### config.mk
export PLATFORM = sky130hd
export DESIGN_NAME = button_click_long_press_classifier_core_flat
export DESIGN_NICKNAME = d
export VERILOG_FILES = /design/src/rtl/bclp_pkg.sv /design/src/rtl/bclp_in_if.sv /design/src/rtl/bclp_out_if.sv /design/src/rtl/bclp_cfg_regs.sv /design/src/rtl/bclp_classify.sv /design/src/rtl/button_click_long_press_classifier_core.sv /design/src/flat_wrapper.sv
export VERILOG_INCLUDE_DIRS = /design/src /design/src/rtl
export SDC_FILE = /design/constraint.sdc
export NUM_CORES = 1
export LEC_CHECK = 0
export ABC_AREA = 1
export BUFFER_PORTS_ARGS = -buffer_cell sky130_fd_sc_hd__clkbuf_2
export CAP_MARGIN = 20
export CORE_UTILIZATION = 64
export DETAILED_ROUTE_END_ITERATION = 16
export PLACE_DENSITY = 0.82
export SETUP_SLACK_MARGIN = 0.05
export SYNTH_ARGS = -nofsm -noshare
export SYNTH_HDL_FRONTEND = slang
export SYNTH_SLANG_ARGS = --single-unit
### constraint.sdc
create_clock -name clk -period 5.5 [get_ports clk]
set_clock_uncertainty 0.15 [all_clocks]
set_input_delay 0.55 -clock clk [delete_from_list [all_inputs] [get_ports clk]]
set_output_delay 0.55 -clock clk [all_outputs]
set_load 0.1 [all_outputs]
### src/rtl/assert_macros.svh
// ----------------------------------------------------------------------------
// Assertion macros
// Shared concurrent assertion helpers on clk, disabled while rst_n is low.
// ----------------------------------------------------------------------------
`ifndef ASSERT_MACROS_SVH
`define ASSERT_MACROS_SVH

// Same-cycle implication.
`define BCLP_ASSERT_NOW(label, ante, cons) \
  label: assert property (@(posedge clk) disable iff (!rst_n) (ante) |-> (cons)) \
    else $error("assertion failed");

// Next-cycle implication.
`define BCLP_ASSERT_NEXT(label, ante, cons) \
  label: assert property (@(posedge clk) disable iff (!rst_n) (ante) |=> (cons)) \
    else $error("assertion failed");

`endif

### src/rtl/bclp_pkg.sv
// ----------------------------------------------------------------------------
// bclp_pkg
// Types and constants for the button click and long press classifier.
// ----------------------------------------------------------------------------
`timescale 1ns / 1ps

package bclp_pkg;

  localparam int CFG_W     = 16;
  localparam int CFG_IDX_W = 2;

  localparam logic [CFG_IDX_W-1:0] CFG_FILTER_COUNT = 2'd0;
  localparam logic [CFG_IDX_W-1:0] CFG_LONG_LIMIT   = 2'd1;
  localparam logic [CFG_IDX_W-1:0] CFG_DOUBLE_LOW   = 2'd2;
  localparam logic [CFG_IDX_W-1:0] CFG_DOUBLE_HIGH  = 2'd3;

  localparam logic [CFG_W-1:0] RST_FILTER_COUNT = 16'd0;
  localparam logic [CFG_W-1:0] RST_LONG_LIMIT   = 16'd600;
  localparam logic [CFG_W-1:0] RST_DOUBLE_LOW   = 16'd50;
  localparam logic [CFG_W-1:0] RST_DOUBLE_HIGH  = 16'd500;

  typedef enum logic [1:0] {
    EV_NONE   = 2'd0,
    EV_SINGLE = 2'd1,
    EV_DOUBLE = 2'd2,
    EV_LONG   = 2'd3
  } event_t;

  typedef struct packed {
    logic [CFG_W-1:0] filter_count;
    logic [CFG_W-1:0] long_limit;
    logic [CFG_W-1:0] double_low;
    logic [CFG_W-1:0] double_high;
  } cfg_t;

endpackage

### src/rtl/bclp_in_if.sv
// ----------------------------------------------------------------------------
// bclp_in_if
// Input channel carrying one sampled button level per beat.
// ----------------------------------------------------------------------------
`timescale 1ns / 1ps

interface bclp_in_if;
  logic valid;
  logic ready;
  logic key_level;

  modport source (output valid, output key_level, input ready);
  modport sink (input valid, input key_level, output ready);
endinterface

### src/rtl/bclp_out_if.sv
// ----------------------------------------------------------------------------
// bclp_out_if
// Result channel carrying one event code per beat.
// ----------------------------------------------------------------------------
`timescale 1ns / 1ps

interface bclp_out_if;
  logic       valid;
  logic       ready;
  logic [1:0] event_code;

  modport source (output valid, output event_code, input ready);
  modport sink (input valid, input event_code, output ready);
endinterface

### src/rtl/bclp_cfg_regs.sv
// ----------------------------------------------------------------------------
// bclp_cfg_regs
// Configuration register file for the timing limits.
// ----------------------------------------------------------------------------
`timescale 1ns / 1ps

module bclp_cfg_regs
  import bclp_pkg::*;
(
  input  logic                 clk,
  input  logic                 rst_n,
  input  logic                 cfg_we,
  input  logic [CFG_IDX_W-1:0] cfg_index,
  input  logic [CFG_W-1:0]     cfg_wdata,
  output cfg_t                 cfg
);

  cfg_t cfg_r;

  always_ff @(posedge clk) begin
    if (!rst_n) begin
      cfg_r.filter_count <= RST_FILTER_COUNT;
      cfg_r.long_limit   <= RST_LONG_LIMIT;
      cfg_r.double_low   <= RST_DOUBLE_LOW;
      cfg_r.double_high  <= RST_DOUBLE_HIGH;
    end else if (cfg_we) begin
      unique case (cfg_index)
        CFG_FILTER_COUNT: cfg_r.filter_count <= cfg_wdata;
        CFG_LONG_LIMIT:   cfg_r.long_limit   <= cfg_wdata;
        CFG_DOUBLE_LOW:   cfg_r.double_low   <= cfg_wdata;
        CFG_DOUBLE_HIGH:  cfg_r.double_high  <= cfg_wdata;
        default: ;
      endcase
    end
  end

  assign cfg = cfg_r;

endmodule

### src/rtl/bclp_classify.sv
// ----------------------------------------------------------------------------
// bclp_classify
// Held and release counters with prescalers and the event decision.
// ----------------------------------------------------------------------------
`timescale 1ns / 1ps

module bclp_classify
  import bclp_pkg::*;
#(
  parameter int COUNT_WIDTH = 16
) (
  input  logic   clk,
  input  logic   rst_n,
  input  logic   step,
  input  logic   key_level,
  input  cfg_t   cfg,
  output event_t ev
);

  localparam int CMP_W = (COUNT_WIDTH > CFG_W) ? COUNT_WIDTH : CFG_W;

  logic [COUNT_WIDTH-1:0] held_cnt_r, held_cnt_nxt;
  logic [COUNT_WIDTH-1:0] rel_cnt_r, rel_cnt_nxt;
  logic [COUNT_WIDTH-1:0] held_pre_r, held_pre_nxt;
  logic [COUNT_WIDTH-1:0] rel_pre_r, rel_pre_nxt;
  logic                   seen_r, seen_nxt;
  logic                   wait_r, wait_nxt;
  logic [CMP_W-1:0]       filt_ext, long_ext, dlow_ext, dhigh_ext;

  assign filt_ext  = CMP_W'(cfg.filter_count);
  assign long_ext  = CMP_W'(cfg.long_limit);
  assign dlow_ext  = CMP_W'(cfg.double_low);
  assign dhigh_ext = CMP_W'(cfg.double_high);

  always_comb begin
    held_cnt_nxt = held_cnt_r;
    rel_cnt_nxt  = rel_cnt_r;
    held_pre_nxt = held_pre_r;
    rel_pre_nxt  = rel_pre_r;
    seen_nxt     = seen_r;
    wait_nxt     = wait_r;
    ev           = EV_NONE;

    if (wait_r) begin
      seen_nxt     = 1'b0;
      held_cnt_nxt = '0;
      rel_cnt_nxt  = '0;
      held_pre_nxt = '0;
      rel_pre_nxt  = '0;
      if (key_level) begin
        wait_nxt = 1'b0;
      end
    end

    if (!key_level && !wait_nxt) begin
      seen_nxt     = 1'b1;
      held_pre_nxt = held_pre_nxt + COUNT_WIDTH'(1);
      if (CMP_W'(held_pre_nxt) > filt_ext) begin
        held_pre_nxt = '0;
        held_cnt_nxt = held_cnt_nxt + COUNT_WIDTH'(1);
      end
    end

    if (CMP_W'(held_cnt_nxt) > long_ext) begin
      wait_nxt = 1'b1;
      ev       = EV_LONG;
    end else begin
      if (seen_nxt && key_level) begin
        rel_pre_nxt = rel_pre_nxt + COUNT_WIDTH'(1);
        if (CMP_W'(rel_pre_nxt) > filt_ext) begin
          rel_pre_nxt = '0;
          rel_cnt_nxt = rel_cnt_nxt + COUNT_WIDTH'(1);
        end
      end
      if (seen_nxt && CMP_W'(rel_cnt_nxt) > dlow_ext &&
          CMP_W'(rel_cnt_nxt) < dhigh_ext) begin
        if (!key_level) begin
          wait_nxt = 1'b1;
          ev       = EV_DOUBLE;
        end
      end else if (seen_nxt && CMP_W'(rel_cnt_nxt) > dhigh_ext) begin
        wait_nxt = 1'b1;
        ev       = EV_SINGLE;
      end
    end
  end

  always_ff @(posedge clk) begin
    if (!rst_n) begin
      held_cnt_r <= '0;
      rel_cnt_r  <= '0;
      held_pre_r <= '0;
      rel_pre_r  <= '0;
      seen_r     <= 1'b0;
      wait_r     <= 1'b0;
    end else if (step) begin
      held_cnt_r <= held_cnt_nxt;
      rel_cnt_r  <= rel_cnt_nxt;
      held_pre_r <= held_pre_nxt;
      rel_pre_r  <= rel_pre_nxt;
      seen_r     <= seen_nxt;
      wait_r     <= wait_nxt;
    end
  end

endmodule

### src/rtl/button_click_long_press_classifier_core.sv
// ----------------------------------------------------------------------------
// button_click_long_press_classifier_core
// Classifies sampled button levels into single click, double click and
// long press events.
// ----------------------------------------------------------------------------
// Channel   Dir  Payload           Width
// in_ch     in   key_level         1
// out_ch    out  event_code        2
// cfg_*     in   index, wdata      2, 16
//
// One beat is accepted per cycle while the result channel does not stall;
// each beat yields one result through the input and result registers.
// The counter update and the decision are one pass of compare and increment.
// Reset is synchronous and loads the default limits and clears all counters.
// A stalled result holds its register; a new beat is still taken while the
// input register can move on in the same cycle.
// ----------------------------------------------------------------------------
`timescale 1ns / 1ps

`include "assert_macros.svh"

module button_click_long_press_classifier_core
  import bclp_pkg::*;
#(
  parameter int COUNT_WIDTH = 16
) (
  input  logic                 clk,
  input  logic                 rst_n,
  bclp_in_if.sink              in_ch,
  bclp_out_if.source           out_ch,
  input  logic                 cfg_we,
  input  logic [CFG_IDX_W-1:0] cfg_index,
  input  logic [CFG_W-1:0]     cfg_wdata
);

  cfg_t   cfg;
  event_t ev;
  event_t out_code_r;
  logic   s1_valid_r;
  logic   s1_level_r;
  logic   out_valid_r;
  logic   advance;
  logic   step;

  bclp_cfg_regs u_cfg (
    .clk       (clk),
    .rst_n     (rst_n),
    .cfg_we    (cfg_we),
    .cfg_index (cfg_index),
    .cfg_wdata (cfg_wdata),
    .cfg       (cfg)
  );

  bclp_classify #(
    .COUNT_WIDTH (COUNT_WIDTH)
  ) u_classify (
    .clk       (clk),
    .rst_n     (rst_n),
    .step      (step),
    .key_level (s1_level_r),
    .cfg       (cfg),
    .ev        (ev)
  );

  assign advance     = !out_valid_r || out_ch.ready;
  assign step        = s1_valid_r && advance;
  assign in_ch.ready = !s1_valid_r || advance;

  always_ff @(posedge clk) begin
    if (!rst_n) begin
      s1_valid_r <= 1'b0;
    end else if (in_ch.valid && in_ch.ready) begin
      s1_valid_r <= 1'b1;
    end else if (step) begin
      s1_valid_r <= 1'b0;
    end
  end

  always_ff @(posedge clk) begin
    if (in_ch.valid && in_ch.ready) begin
      s1_level_r <= in_ch.key_level;
    end
  end

  always_ff @(posedge clk) begin
    if (!rst_n) begin
      out_valid_r <= 1'b0;
    end else if (step) begin
      out_valid_r <= 1'b1;
    end else if (out_ch.ready) begin
      out_valid_r <= 1'b0;
    end
  end

  always_ff @(posedge clk) begin
    if (step) begin
      out_code_r <= ev;
    end
  end

  assign out_ch.valid      = out_valid_r;
  assign out_ch.event_code = out_code_r;

  `BCLP_ASSERT_NEXT(a_step_fills_out, step, out_valid_r && out_ch.event_code == $past(ev))
  `BCLP_ASSERT_NOW(a_stall_only_when_full, !in_ch.ready, s1_valid_r && out_valid_r)
  `BCLP_ASSERT_NOW(a_double_on_press, step && ev == EV_DOUBLE, !s1_level_r)

endmodule

### src/flat_wrapper.sv
// flat-port wrapper written by rule: the top's interface ports become plain ports
module button_click_long_press_classifier_core_flat import bclp_pkg::*;
#(
  parameter int COUNT_WIDTH = 16
)
  (clk, rst_n, cfg_we, cfg_index, cfg_wdata, in_ch_valid, in_ch_key_level, in_ch_ready, out_ch_valid, out_ch_event_code, out_ch_ready);
  bclp_in_if in_ch_i ();
  bclp_out_if out_ch_i ();
  input  logic clk;
  input  logic rst_n;
  input  logic cfg_we;
  input  logic [CFG_IDX_W-1:0] cfg_index;
  input  logic [CFG_W-1:0] cfg_wdata;
  input wire logic [$bits(in_ch_i.valid)-1:0] in_ch_valid;
  input wire logic [$bits(in_ch_i.key_level)-1:0] in_ch_key_level;
  output wire logic [$bits(in_ch_i.ready)-1:0] in_ch_ready;
  output wire logic [$bits(out_ch_i.valid)-1:0] out_ch_valid;
  output wire logic [$bits(out_ch_i.event_code)-1:0] out_ch_event_code;
  input wire logic [$bits(out_ch_i.ready)-1:0] out_ch_ready;
  assign in_ch_i.valid = in_ch_valid;
  assign in_ch_i.key_level = in_ch_key_level;
  assign in_ch_ready = in_ch_i.ready;
  assign out_ch_valid = out_ch_i.valid;
  assign out_ch_event_code = out_ch_i.event_code;
  assign out_ch_i.ready = out_ch_ready;
  button_click_long_press_classifier_core #(.COUNT_WIDTH(COUNT_WIDTH)) u_core (.clk(clk), .rst_n(rst_n), .in_ch(in_ch_i), .out_ch(out_ch_i), .cfg_we(cfg_we), .cfg_index(cfg_index), .cfg_wdata(cfg_wdata));
endmodule
# Word-level counts from Yosys, hierarchy flattened
# Index checks and enable logic that the tools add are counted.
# word_totals
register_bits,135
in_bits,24
out_inout_bits,4
word_cells,77
# op_classes
add_sub_neg,4
n_lt_le_gt_ge,6
n_eq_ne,3
muxes,30
reduce_logical,20
# op_table
op,count
$mux W16,15
$gt A16 B16 Y1,5
$add A16 B1 Y16 const B,4
$lt A16 B16 Y1,1
$mux W1,13
$reduce_and A2 Y1,4
$logic_and A1 B1 Y1,7
$eq A2 B2 Y1 const B,2
$logic_not A1 Y1,4
$mux W2,2
$reduce_bool A2 Y1,2
$eq A2 B1 Y1 const B,1
$logic_not A2 Y1,1
$logic_or A1 B1 Y1,2

# Depth between registers and ports, before layout
# logic_depth
word_depth,13
mapped_depth,40
ltp_nobuf,38

# By module
# A second synthesis with hierarchy kept.
# unflattened
cells_unflattened,1558
area_unflattened_um2,9958.3
# modules_own_cells
mod,instances,cells_each,area_each_um2,seq_area_each_um2
bclp_classify,1,1153,7170.6,1321.3
bclp_cfg_regs,1,389,2602.5,1281.2
button_click_long_press_classifier_core,1,16,185.2,130.1

# Worst setup path before layout
# No wires, ideal clock.
# synth_path
kind,register to register
start,register u_core.u_classify.wait_r
end,register u_core.u_classify.rel_pre_r[13]
setup_ns,0.117
arrival_ns,4.665
required_ns,5.233
slack_ns,0.567
stages_incl_launch_ff,37
n_path_buf,6
synth_period_minus_slack_ns,4.933
cell_sequence,dfxtp_1 > buf_6 > buf_6 > buf_6 > clkbuf_1 > nor2_1 > ha_1 > nand3_1 > nor3_2 > nand3_1 > nor2_1 > xor2_1 > inv_1 > ha_1 > nand4_1 > nor2_1 > nand2_1 > nand2_1 > nand2_1 > nor2_1 > buf_2 > nand3_1 > nand2_1 > inv_1 > ha_1 > a21oi_1 > o21a_1 > nand2_1 > nand2_1 > nand2_1 > nand2_1 > nand2_1 > buf_2 > nand2_1 > nand2_1 > nor2_1 > nor2_1
# synth_between
elab_chain_len,7
elab_cells_between_ends,20
classes_between,3 x add/sub; 3 x order compare; 11 x mux; 3 x reduce/logical
# synth_rtl
item,line,rtl
"start, declared",bclp_classify.sv:27,"logic wait_r, wait_nxt;"
"start signal, assigned",bclp_classify.sv:102,wait_r <= wait_nxt;
$mux W16,bclp_classify.sv:44,if (wait_r) begin
$add A16 B1 Y16,bclp_classify.sv:57,held_pre_nxt = held_pre_nxt + COUNT_WIDTH'(1);
$gt A16 B16 Y1,bclp_classify.sv:58,if (CMP_W'(held_pre_nxt) > filt_ext) begin
$mux W16,bclp_classify.sv:58,
$mux W16 (*),bclp_classify.sv:55,if (!key_level && !wait_nxt) begin
named net u_core.u_classify.held_cnt_nxt[5],bclp_classify.sv:22,"logic [COUNT_WIDTH-1:0] held_cnt_r, held_cnt_nxt;"
$gt A16 B16 Y1 (*),bclp_classify.sv:64,if (CMP_W'(held_cnt_nxt) > long_ext) begin
$mux W16 (*),bclp_classify.sv:64,
"end signal, assigned",bclp_classify.sv:100,rel_pre_r <= rel_pre_nxt;
"end, declared",bclp_classify.sv:25,"logic [COUNT_WIDTH-1:0] rel_pre_r, rel_pre_nxt;"
# The timed path passes the listed nets; every way through them passes the cells marked *.
# A chain may end at the register's enable or synchronous reset.

# Final worst setup path
# layout_path
start,register u_core.u_classify.wait_r
end,register u_core.u_classify.wait_r
# layout_between
elab_chain_len,12
elab_cells_between_ends,32
classes_between,4 x add/sub; 6 x order compare; 16 x mux; 6 x reduce/logical
# layout_rtl
item,line
branches (longest 11 deep; another with $add A16 B1 Y16),-
$mux W1 (*),bclp_classify.sv:64
# Mark *: on every way between the ends. The select of a mux whose other input is x is not followed.

==> impl_metrics.yaml <==
logic_synthesis:
  syn-num-nets: 1539
  synth_seq_cells: 135
  ys_types: 42
  syn-cell-area_mm2: 0.00951
  ys.warnings.count: 0
  syn_inst: 1431
  syn_avg_cell_area_um2: 6.65
  synth-seq-area-share: 0.287
power:
  p_leak_nw: 4.97
  pwr-share-seq: 0.351
  vdd_drop_max_uv: 255
  power.total_mw: 3.11
  p_per_area_mw_per_mm2: 299
  combPwrFrac: 0.265
  clkPwrFrac: 0.384
  switchingPower_mw: 1.09
  internal_power_mw: 2.01
  p_sw_frac: 0.352
detailed_routing:
  routed-wl-met3_um: 1870
  top_layer: "met4"
  wl_met2_um: 12100
  drtAntennaViolNets: 0
  totalWireLength_um: 25600
  vias: 9339
  vias_per_cell: 5.74
  wire_per_inst_um: 15.7
  drt-pass1-iter-count: 9
  drt_iter0_markers: 962
  wirelength_met1_um: 10800
  drc: 0
sta:
  fmax_mhz: 201
  min_period_ns: 4.99
  slew_violations: 0
  final.setup.tns_ns: 0
  tightest_slew_ns: 0.886
  slew-limit-headroom: 0.409
  whs_ns: 0.177
  finalHoldViolations: 0
  rsz0062_at_grt: "no"
  postLayoutSetupSlackWorst_ns: 0.514
  setup_viol_count_final: 0
  final.period_utilization: 0.907
clocking:
  tritoncts: "built"
  numCtsBuffers: 17
  post-cts-setup-buffers: 0
  path_clk_slew_ns: 0.06
  postCtsHoldBufs: 0
  clock_path_buffers: 2
  clkSinkCount: 135
  htree_num_levels: 4
  post_cts_resized: 0
  cts-root-buf: "clkbuf_16"
  clock_insertion_delay_worst_skew_ns: 0.43
worst_setup_path:
  worstSetupEndpointType: "flip-flop"
  slowest_delay_ns: 0.44
  r2r_start: "u_core.u_classify.wait_r$_SDFFE_PN0P_"
  ff2ff_setup_slack_ns: 0.51
  slowest_stage: "dfxtp_4"
  cp.arrival_ns: 5.20
  criticalPathCategory: "reg -> reg"
  r2r-end: "u_core.u_classify.wait_r$_SDFFE_PN0P_"
  crit_top_cell: "nand2_1"
  required_ns: 5.72
  crit_start: "u_core.u_classify.wait_r$_SDFFE_PN0P_"
  critical_path.max_fanout: 16
  r2r_cells: 33
  crit_path_start_kind: "flip-flop"
die:
  start_util: 0.654
  dieArea_mm2: 0.0154
  die_x_um: 124
  core_area_mm2: 0.0145
  num_io_pins: 28
  fp-row-count: 44
  fp.dieH_um: 124
global_route:
  grt_use_total: 0.336
  grt_antenna_before_repair: 0
  grt_pass1_vias: 8088
  grt_pass1_wl_um: 39400
  grt_max_degree: 98
  overflow: 0
run:
  drv_cap: 0
layout:
  final_cells: 1627
  area_delta_synth_final_pct: 9.22
  utilization: 0.715
  stdcell_area_mm2: 0.0104
  drive_above_1_share: 0.0998
  num_antenna_cells: 0
  final_nets: 1539
placement:
  preCtsSetupSlack_ns: 0.332
  dp.cells: 1595
  placed_cell_area_mm2: 0.00969
  dpl.hpwl_um: 17600
  place_congestion: 0.946
  io_buffers: 27
hold_path:
  hold_path.class: "in -> reg"
  min_to: "u_core.s1_level_r$_DFFE_PP_"
  hold_path_depth: 1
  hp-start: "in_ch_key_level"
status:
  status: "finished, final reports clean"
[registers in the layout (all words and copies together), names as in the netlist]
| name | cells |
|---|---|
| u_core.out_ch.valid | 1 |
| u_core.s1_level_r | 1 |
| u_core.u_cfg.cfg | 64 |
| u_core.u_classify.held_cnt_r | 16 |
| u_core.u_classify.wait_r | 1 |
| u_core.s1_valid_r | 1 |
| u_core.u_classify.rel_cnt_r | 16 |
| u_core.u_classify.rel_pre_r | 16 |
| u_core.out_ch.event_code | 2 |
| u_core.u_classify.seen_r | 1 |
| u_core.u_classify.held_pre_r | 16 |
[logic make-up after synthesis]
group | after synthesis | synth area share
xor+xnor | 20 | 0.0184
buf+inv | 285 | 0.119
flops | 135 | 0.287
fa+ha+maj | 84 | 0.111
compound gates | 326 | 0.178
simple gates | 581 | 0.286
[cells in the final DEF, fill, tap and decap left out, types with 7 or more instances in the layout]
cell type / synthesis / final
nor2_1: 107 / 104
dfxtp_1: 132 / 131
nor2_4: 19 / 19
nand3_1: 77 / 75
nand3_2: 6 / 7
a21oi_1: 174 / 174
o211ai_1: 9 / 9
inv_2: 9 / 10
inv_1: 214 / 213
xor2_1: 14 / 14
o21ai_0: 121 / 121
nand2_1: 288 / 282
nor3_1: 10 / 10
nand2_2: 5 / 9
nand4_1: 39 / 39
clkbuf_16: 0 / 19
nor2_2: 10 / 13
buf_4: 1 / 11
clkbuf_2: 0 / 27
ha_1: 84 / 84
[synth_stat cells (all sizes together)]
| cell type | number | share of area |
|---|---|---|
| or2 | 2 | 0.0013 |
| a22o | 1 | 0.00092 |
| nor4 | 3 | 0.0020 |
| nor3 | 15 | 0.012 |
| ha | 84 | 0.11 |
| dfxtp | 132 | 0.28 |
| inv | 223 | 0.088 |
| nor3b | 1 | 0.00079 |
| a21oi | 177 | 0.094 |
| and2 | 1 | 0.00066 |
| a22oi | 1 | 0.00079 |
| o21ai | 126 | 0.066 |
| clkbuf | 41 | 0.016 |
| nand2 | 293 | 0.12 |
| a31oi | 6 | 0.0039 |
| clkinv | 2 | 0.00079 |
| xor2 | 14 | 0.013 |
| edfxtp | 3 | 0.0095 |
| a21o | 2 | 0.0016 |
| o21a | 3 | 0.0024 |
| o21bai | 1 | 0.00079 |
| o211ai | 9 | 0.0071 |
| nand3 | 83 | 0.047 |
| buf | 19 | 0.014 |
| xnor2 | 6 | 0.0055 |
| nand3b | 6 | 0.0047 |
| nor2 | 138 | 0.076 |
| nand4 | 39 | 0.026 |
[layout make-up]
| type | instances | area, um2 |
|---|---|---|
| Sequential cell | 135 | 2740 |
| Clock buffer | 18 | 450 |
| Clock inverter | 13 | 158 |
| Multi-Input combinational cell | 1011 | 5690 |
| Timing Repair Buffer | 41 | 274 |
| Inverter | 225 | 845 |
| Fill cell | 1226 | 4150 |
| Tap cell | 184 | 230 |
[how the worst max path moves through the flow]
| stage | to | slack [ns] |
|---|---|---|
| after floorplan | u_core.u_classify.rel_pre_r[13]$_SDFFE_PN0P_ | 0.57 |
| after global placement | u_core.u_classify.wait_r$_SDFFE_PN0P_ | 0.61 |
| after detailed placement | u_core.u_classify.rel_pre_r[14]$_SDFFE_PN0P_ | 0.33 |
| after CTS | u_core.u_classify.rel_pre_r[14]$_SDFFE_PN0P_ | 0.31 |
| after global routing | u_core.u_classify.wait_r$_SDFFE_PN0P_ | 0.07 |
| final | u_core.u_classify.wait_r$_SDFFE_PN0P_ | 0.51 |
[worst max-delay path, delay by kind of cell, from the launching register on]
family	cells	cell delay (ns)
adder cells (fa/ha/maj)	2	0.59
flip-flops	1	0.44
buffers and inverters	5	0.61
XOR/XNOR	1	0.22
AO/OA/AOI/OAI	2	0.24
AND/OR/NAND/NOR	23	2.65
[layer usage]
metal	vias up	track usage
li1	4687	-
met1	4234	0.422
met2	361	0.560
met3	57	0.0678
met4	0	0.144
met5	-	0
[power by group through the flow]
stage	clock network [mW]	registers [mW]	logic, mW
CTS	1.19	1.09	0.762
global route	1.24	1.10	0.910
global placement	0	1.11	0.742
detailed placement	0	1.11	0.755
floorplan	0	1.11	0.568
finish	1.19	1.09	0.823
(Power assumes the default switching activity.)
